===== src/rtl/core/pws_pkg.sv =====
package pws_pkg;

    localparam int COORD_W       = 32;
    localparam int SIZE_W        = 14;
    localparam int CFG_W         = 64;
    localparam int CFG_IDX_W     = 3;
    localparam int FRAC_BITS_DEF = 16;
    localparam int QUO_W         = 32;

    // visible when clip w >= 1/VIS_RECIP
    localparam int VIS_RECIP = 100;

    localparam logic [QUO_W-1:0] SAT_POS = {1'b0, {(QUO_W-1){1'b1}}};
    localparam logic [QUO_W-1:0] SAT_NEG = {1'b1, {(QUO_W-1){1'b0}}};

    localparam logic [CFG_W-1:0]  ROW_X_XY_RST = 64'd65536;
    localparam logic [CFG_W-1:0]  ROW_X_ZT_RST = 64'd0;
    localparam logic [CFG_W-1:0]  ROW_Y_XY_RST = 64'd281474976710656;
    localparam logic [CFG_W-1:0]  ROW_Y_ZT_RST = 64'd0;
    localparam logic [CFG_W-1:0]  ROW_W_XY_RST = 64'd0;
    localparam logic [CFG_W-1:0]  ROW_W_ZT_RST = 64'd281474976710656;
    localparam logic [SIZE_W-1:0] WIDTH_RST    = 14'd1920;
    localparam logic [SIZE_W-1:0] HEIGHT_RST   = 14'd1080;

    typedef enum logic [CFG_IDX_W-1:0] {
        CFG_ROW_X_XY = 3'd0,
        CFG_ROW_X_ZT = 3'd1,
        CFG_ROW_Y_XY = 3'd2,
        CFG_ROW_Y_ZT = 3'd3,
        CFG_ROW_W_XY = 3'd4,
        CFG_ROW_W_ZT = 3'd5,
        CFG_SCREEN_W = 3'd6,
        CFG_SCREEN_H = 3'd7
    } cfg_idx_t;

    typedef struct packed {
        logic [CFG_W-1:0] row_x_xy;
        logic [CFG_W-1:0] row_x_zt;
        logic [CFG_W-1:0] row_y_xy;
        logic [CFG_W-1:0] row_y_zt;
        logic [CFG_W-1:0] row_w_xy;
        logic [CFG_W-1:0] row_w_zt;
    } matrix_t;

    // per-point flags riding along the divider; neg[0] is x, neg[1] is y
    typedef struct packed {
        logic       visible;
        logic [1:0] neg;
    } side_t;

    typedef struct packed {
        logic                      visible;
        logic signed [COORD_W-1:0] screen_x;
        logic signed [COORD_W-1:0] screen_y;
    } result_t;

endpackage


===== src/rtl/core/pws_scale.sv =====
module pws_scale #(
    parameter int FRAC_BITS = pws_pkg::FRAC_BITS_DEF,
    localparam int CLIP_W = 2 * pws_pkg::COORD_W + 2 - FRAC_BITS,
    localparam int NUM_W  = CLIP_W + 1 + pws_pkg::SIZE_W + FRAC_BITS + 1,
    localparam int DEN_W  = CLIP_W
) (
    input  logic                             aclk,
    input  logic                             aresetn,
    input  logic                             en,
    input  logic                             in_valid,
    input  logic signed [CLIP_W-1:0]         clip_x,
    input  logic signed [CLIP_W-1:0]         clip_y,
    input  logic signed [CLIP_W-1:0]         clip_w,
    input  logic [pws_pkg::SIZE_W-1:0]       screen_width,
    input  logic [pws_pkg::SIZE_W-1:0]       screen_height,
    output logic                             out_valid,
    output logic [NUM_W-1:0]                 num [2],
    output logic [DEN_W-1:0]                 den,
    output pws_pkg::side_t                   side
);
    import pws_pkg::*;

    localparam int A_W   = CLIP_W + 1;
    localparam int MAG_W = A_W;
    localparam int W_W   = CLIP_W - 1;
    localparam int ML    = MAG_W / 2;
    localparam int MH    = MAG_W - ML;
    localparam int LO_P  = ML + SIZE_W;
    localparam int HI_P  = MH + SIZE_W;
    localparam int PM_W  = MAG_W + SIZE_W;
    localparam logic signed [CLIP_W-1:0] VIS_MIN =
        CLIP_W'(((longint'(1) <<< FRAC_BITS) + VIS_RECIP - 1) / VIS_RECIP);

    // lane 0 carries x, lane 1 carries y
    logic [SIZE_W-1:0]       size [2];
    logic signed [A_W-1:0]   a_next [2];
    logic signed [A_W-1:0]   a_reg [2];
    logic                    vis4_reg;
    logic signed [CLIP_W-1:0] w4_reg;
    logic [MAG_W-1:0]        mag_next [2];
    logic [MAG_W-1:0]        mag5_reg [2];
    side_t                   side5_reg, side6_reg, side7_reg, side8_reg;
    logic [W_W-1:0]          w5_reg, w6_reg, w7_reg;
    logic [LO_P-1:0]         pl_next [2];
    logic [HI_P-1:0]         ph_next [2];
    logic [LO_P-1:0]         pl6_reg [2];
    logic [HI_P-1:0]         ph6_reg [2];
    logic [PM_W-1:0]         pm7_reg [2];
    logic [NUM_W-1:0]        num_reg [2];
    logic [DEN_W-1:0]        den_reg;
    logic                    v4_reg, v5_reg, v6_reg, v7_reg, v8_reg;

    always_comb begin
        size[0] = screen_width;
        size[1] = screen_height;
        // x uses w + x, y uses w - y (y flipped)
        a_next[0] = A_W'(clip_w) + A_W'(clip_x);
        a_next[1] = A_W'(clip_w) - A_W'(clip_y);
        for (int l = 0; l < 2; l++) begin
            mag_next[l] = a_reg[l][A_W-1] ? unsigned'(-a_reg[l]) : unsigned'(a_reg[l]);
            pl_next[l]  = LO_P'(mag5_reg[l][ML-1:0]) * LO_P'(size[l]);
            ph_next[l]  = HI_P'(mag5_reg[l][MAG_W-1:ML]) * HI_P'(size[l]);
        end
    end

    always_ff @(posedge aclk) begin
        if (!aresetn) begin
            v4_reg <= 1'b0;
            v5_reg <= 1'b0;
            v6_reg <= 1'b0;
            v7_reg <= 1'b0;
            v8_reg <= 1'b0;
        end else if (en) begin
            v4_reg <= in_valid;
            v5_reg <= v4_reg;
            v6_reg <= v5_reg;
            v7_reg <= v6_reg;
            v8_reg <= v7_reg;
        end
    end

    always_ff @(posedge aclk) begin
        if (en) begin
            vis4_reg          <= clip_w >= VIS_MIN;
            w4_reg            <= clip_w;
            side5_reg.visible <= vis4_reg;
            w5_reg            <= w4_reg[W_W-1:0];
            side6_reg         <= side5_reg;
            w6_reg            <= w5_reg;
            side7_reg         <= side6_reg;
            w7_reg            <= w6_reg;
            side8_reg         <= side7_reg;
            den_reg           <= {w7_reg, 1'b0};
            for (int l = 0; l < 2; l++) begin
                a_reg[l]         <= a_next[l];
                side5_reg.neg[l] <= a_reg[l][A_W-1];
                mag5_reg[l]      <= mag_next[l];
                pl6_reg[l]       <= pl_next[l];
                ph6_reg[l]       <= ph_next[l];
                pm7_reg[l]       <= (PM_W'(ph6_reg[l]) << ML) + PM_W'(pl6_reg[l]);
                // 2 * size * |a| * 2^(F-1) + w
                num_reg[l]       <= NUM_W'({pm7_reg[l], {FRAC_BITS{1'b0}}}) + NUM_W'(w7_reg);
            end
        end
    end

    assign out_valid = v8_reg;
    assign num       = num_reg;
    assign den       = den_reg;
    assign side      = side8_reg;

endmodule


===== config.mk =====
export PLATFORM = sky130hd
export DESIGN_NAME = pws_scale
export DESIGN_NICKNAME = d
export VERILOG_FILES = /design/src/rtl/core/pws_pkg.sv /design/src/rtl/core/pws_scale.sv
export SDC_FILE = /design/constraint.sdc
export NUM_CORES = 2
export LEC_CHECK = 0
export BUFFER_PORTS_ARGS = -buffer_cell sky130_fd_sc_hd__buf_4
export CAP_MARGIN = 20
export CORE_AREA = 2 2 572 432
export CTS_BUF_LIST = sky130_fd_sc_hd__clkbuf_8
export DETAILED_ROUTE_END_ITERATION = 8
export DIE_AREA = 0 0 574 434
export GPL_TIMING_DRIVEN = 0
export PLACE_DENSITY = 0.59
export SETUP_SLACK_MARGIN = 0.1
export SLEW_MARGIN = 0
export SYNTH_ARGS = -nofsm -noshare
export SYNTH_HDL_FRONTEND = slang
export SYNTH_SLANG_ARGS = --single-unit

===== constraint.sdc =====
create_clock -name aclk -period 10.1 [get_ports aclk]
set_input_delay 2.02 -clock aclk [delete_from_list [all_inputs] [get_ports aclk]]
set_output_delay 2.02 -clock aclk [all_outputs]
set_load 0.05 [all_outputs]

* After elaboration in Yosys (flattened, before gate mapping)
Memories as Yosys holds them, arrays and structs flattened. Index checks and enable logic that the tools add are counted.
Operators by class: add/subtract/negate cells 8, multiply operators 4, order comparisons 1, mux-type cells 4
Operator list (number):
- $add 81x49->82 | 2
- $add 65x39->65 | 2
- $mux 51 | 2
- $neg 51->51 | 2
- $mul 26x14->40 | 2
- $mul 25x14->39 | 2
- $add 50x50->51 | 1
- $sub 50x50->51 | 1
- $ge 50x11->1 const B | 1
- $mux 1 | 2
Storage, ports and cells: register bits 427, RAM bits 492, output and inout bits 218, word-level logic and storage cells 43, memories 5
Memory list:
- pm7_reg | words 2, width 65, rd ports 2, clocked after memory_dff 0, wr ports 2, line pws_scale.sv:48 | logic [PM_W-1:0] pm7_reg [2];
- a_reg | words 2, width 51, rd ports 2, clocked after memory_dff 0, wr ports 2, line pws_scale.sv:37 | logic signed [A_W-1:0] a_reg [2];
- mag5_reg | words 2, width 51, rd ports 2, clocked after memory_dff 0, wr ports 2, line pws_scale.sv:41 | logic [MAG_W-1:0] mag5_reg [2];
- ph6_reg | words 2, width 40, rd ports 2, clocked after memory_dff 0, wr ports 2, line pws_scale.sv:47 | logic [HI_P-1:0] ph6_reg [2];
- pl6_reg | words 2, width 39, rd ports 2, clocked after memory_dff 0, wr ports 2, line pws_scale.sv:46 | logic [LO_P-1:0] pl6_reg [2];

* Logic depth before layout (Yosys ltp)
An unclocked memory read counts as a cell.
depth after elaboration 3, gate-level depth with buffers 25, mapped depth without buffers 23

* Worst setup path before layout
Ideal clock, no wire load.
path kind input-to-reg, start input screen_height[5] (netlist name), end memory pl6_reg[0][77] (netlist name), data pin, library setup time 0.262 ns, data arrival time 8.154 ns, data required time 9.838 ns, slack 1.684 ns, cell stages on the path 23, path through clkbuf_1 > clkbuf_1 > nand2_1 > fa_1 > fa_1 > inv_1 > fa_1 > fa_1 > fa_1 > inv_1 > fa_1 > inv_1 > ha_1 > clkbuf_1 > a21oi_1 > o211ai_1 > a2111oi_0 > nand2_1 > a211oi_1 > nor4_1 > a2111oi_0 > nor3_1 > xnor2_1
RTL lines:
- start, declared | line pws_scale.sv:15 | input logic [pws_pkg::SIZE_W-1:0] screen_height,
- end, declared | line pws_scale.sv:46

==> results.py <==
metrics = {
    "critical_path": {
        "cp-startpoint": "screen_height[5]",
        "r2r-start": "mag5_reg[0][62]$_DFFE_PP_",
        "worstSetupPathType": "in2reg",
        "reg2regPathDepth": 23,
        "setup.worst_path.end": "pl6_reg[0][77]$_DFFE_PP_",
        "ff2ff_setup_slack_ps": 1430,
        "r2r_end": "pl6_reg[0][77]$_DFFE_PP_",
        "crit_path_start_kind": "input port",
        "required_ps": 10760,
        "end_kind": "flop",
        "worst_ep_arrival_time_ps": 10440,
        "worstPathMaxFanout": 10,
    },
    "yosys": {
        "synthArstFlopShare_pct": 0,
        "synth-seq-area-share_pct": 30.4,
        "yosys.area.top_type": "edfxtp_1",
        "syn_nets": 10404,
        "ys_seq_elements": 887,
        "ys.warnings.count": 0,
        "netlist_instances": 8490,
        "synthTopCellsByArea": "edfxtp_1 (30%), fa_1 (26%), ha_1 (8.7%)",
        "syn_avg_cell_area_um2": 10.3,
        "synthFlopType": "edfxtp_1",
        "synthTopCellsByCount": "inv_1 (1,359), fa_1 (1,122), nand2_1 (1,055)",
        "synth_edf_count": 882,
        "synth_cell_types": 82,
        "syn_area_um2": 87400,
        "yosysMostFrequentCell": "inv_1",
        "yosys.area.top_type_share_pct": 30.3,
    },
    "clock_tree": {
        "cts_sinks": 887,
        "cts_buffers": 159,
        "post-cts-setup-buffer-count": 0,
        "cts_tree": "built",
        "clk_pin_slew_ps": 60,
        "cts.path.max_buffers": 4,
        "insertion_delay_ps": 980,
        "cts.htree.levels": 4,
        "cts_root_buf": "clkbuf_8",
    },
    "sta": {
        "max_slew.worst_pin.slew_ps": 1260,
        "max_slew_margin_pct": 16.0,
        "finalSetupViolCount": 0,
        "grt_setup_unrepaired": "false",
        "min_period_ps": 9780,
        "timing.fmax_mhz": 102,
        "slew_viol_final": 0,
        "clock-skew-final_ps": 157,
        "tns_ps": 0,
        "finalHoldViolCount": 0,
        "post-route-period-util_pct": 96.8,
    },
    "routing": {
        "drtIter0Drc": 6650,
        "vias": 65082,
        "drt-total-wl_um": 302000,
        "wl_per_cell_um": 24.3,
        "drtAntennaViolNets": 0,
        "viasPerCell": 5.23,
        "firstDrtPassIters": 6,
        "route.detailed.drc": 0,
    },
    "floorplan": {
        "design.core.area_um2": 243000,
        "die_area_um2": 249000,
        "initial_utilization_pct": 35.9,
        "die_y_um": 434,
        "ioPinCount": 400,
        "die_width_um": 574,
        "row_count": 157,
    },
    "worst_hold_path": {
        "hp-class": "reg2reg",
    },
    "layout": {
        "finalNetCount": 10972,
        "syn_to_final_growth_pct": 11.8,
        "n_fill_cell": 23999,
        "final_layout_size_suffix_gt1_share_pct": 7.29,
        "largest_reg_flops": 148,
    },
    "place": {
        "numPortBuffers": 391,
        "post-dp-hpwl_um": 247000,
        "globalplace.congestion": 0.956,
    },
    "grt": {
        "grt_max_degree": 126,
        "antenna_found_initial": 47,
        "grt_use_total_pct": 24.4,
        "grt.busiest_layer": "met1",
        "grt_pass1_vias": 66496,
        "grt_pass1_wl_um": 447000,
        "use_met2_pct": 35.7,
        "gr-usage-met3_pct": 5.31,
        "grtUsageMet1_pct": 36.0,
        "grt_overflow": 0,
    },
    "run": {
        "maxCapViolations": 0,
    },
    "run_status": {
        "status": "complete, no violations",
    },
}
[through the flow]
step / hold slack (ps) / std cells / util, % / cell area (um^2) / worst slack (ps)
after CTS: 343 / 12421 / 40.1 / 97600 / 605
after floorplan: 400 / 8490 / - / 87400 / 1680
after global placement: 400 / 12140 / 38.8 / 94400 / -1030
after detailed placement: 405 / 12150 / 38.9 / 94600 / -377
after global routing: 390 / 12434 / 40.2 / 97600 / 101
final: 364 / 12448 / 40.2 / 97700 / 325
[repair_timing]
action / in CTS / in global routing
hold buffers: 0 / 0
gates resized for setup: 0 / 3
endpoints found under the setup margin: 0 / 1
[kinds of logic after synthesis]
group,share of synthesized area [%]
and+or+nand+nor,14.0
adders and majority gates,34.4
buffers and inverters,7.59
AOI/OAI and AO/OA,8.36
DFF,30.4
xor gates and xnor gates,5.18
muxes,0.0687
other,0.00429
[cells in the final DEF (no fill, tap or decap), types with 45 or more instances in the layout]
| cell | n |
|---|---|
| ha_1 | 610 |
| clkinv_1 | 46 |
| nor2_1 | 232 |
| nor3_1 | 64 |
| edfxtp_1 | 882 |
| clkbuf_1 | 332 |
| o21bai_1 | 56 |
| xor2_1 | 147 |
| inv_1 | 1390 |
| nand3_1 | 121 |
| a21oi_1 | 337 |
| clkbuf_8 | 160 |
| xnor2_1 | 370 |
| o21ai_0 | 205 |
| nand2_1 | 1055 |
| fa_1 | 1122 |
| a21o_1 | 191 |
| nand4_1 | 64 |
| o31ai_1 | 45 |
| and3_1 | 67 |
| buf_4 | 424 |
| and2_1 | 669 |
[layout make-up]
| type | instances | area (um^2) | area share [%] |
|---|---|---|---|
| clock inverters | 111 | 717 | 0.734 |
| clock buffers | 160 | 2200 | 2.25 |
| flip-flops and latches | 887 | 26600 | 27.2 |
| multi-input cells | 5871 | 54200 | 55.5 |
| plain buffers | 373 | 1530 | 1.57 |
| repair buffers | 407 | 3220 | 3.30 |
| inverters | 1359 | 5100 | 5.22 |
| diodes | 21 | 52.6 | 0.0538 |
| well taps | 3259 | 4080 | 4.17 |
[how the worst min path moves through the flow]
stage / slack, ps / endpoint / startpoint / cells after the start
final: 360 / w5_reg[18]$_DFFE_PP_ / w4_reg[18]$_DFFE_PP_ / 0
after global routing: 390 / w5_reg[18]$_DFFE_PP_ / w4_reg[18]$_DFFE_PP_ / 0
after CTS: 340 / w5_reg[18]$_DFFE_PP_ / w4_reg[18]$_DFFE_PP_ / 0
after detailed placement: 400 / num[92]$_DFFE_PP_ / w7_reg[10]$_DFFE_PP_ / 0
after global placement: 400 / w7_reg[44]$_DFFE_PP_ / w6_reg[44]$_DFFE_PP_ / 0
after floorplan: 400 / num[82]$_DFFE_PP_ / w7_reg[0]$_DFFE_PP_ / 0
[worst max-delay path, cell delays in order]
cell and delay, ps:
clkbuf_1 690, clkbuf_1 610, nand2_1 180, fa_1 580
fa_1 530, inv_1 60, fa_1 590, fa_1 480
fa_1 510, inv_1 50, fa_1 470, inv_1 40
ha_1 250, clkbuf_1 180, a21oi_1 440, o211ai_1 220
a2111oi_0 520, buf_1 260, nand2_1 170, a211oi_1 570
nor4_1 160, a2111oi_0 560, nor3_1 140, xnor2_1 150
[metal layers]
layer | vias up | share of wire [%]
li1 | 28800 | -
met1 | 33221 | 46
met2 | 2683 | 42
met3 | 366 | 9.4
met4 | 12 | 3.0
met5 | - | 0.028
Power is not shown: default switching activity piles up to over one toggle a cycle in this logic, so the estimate is an artifact.
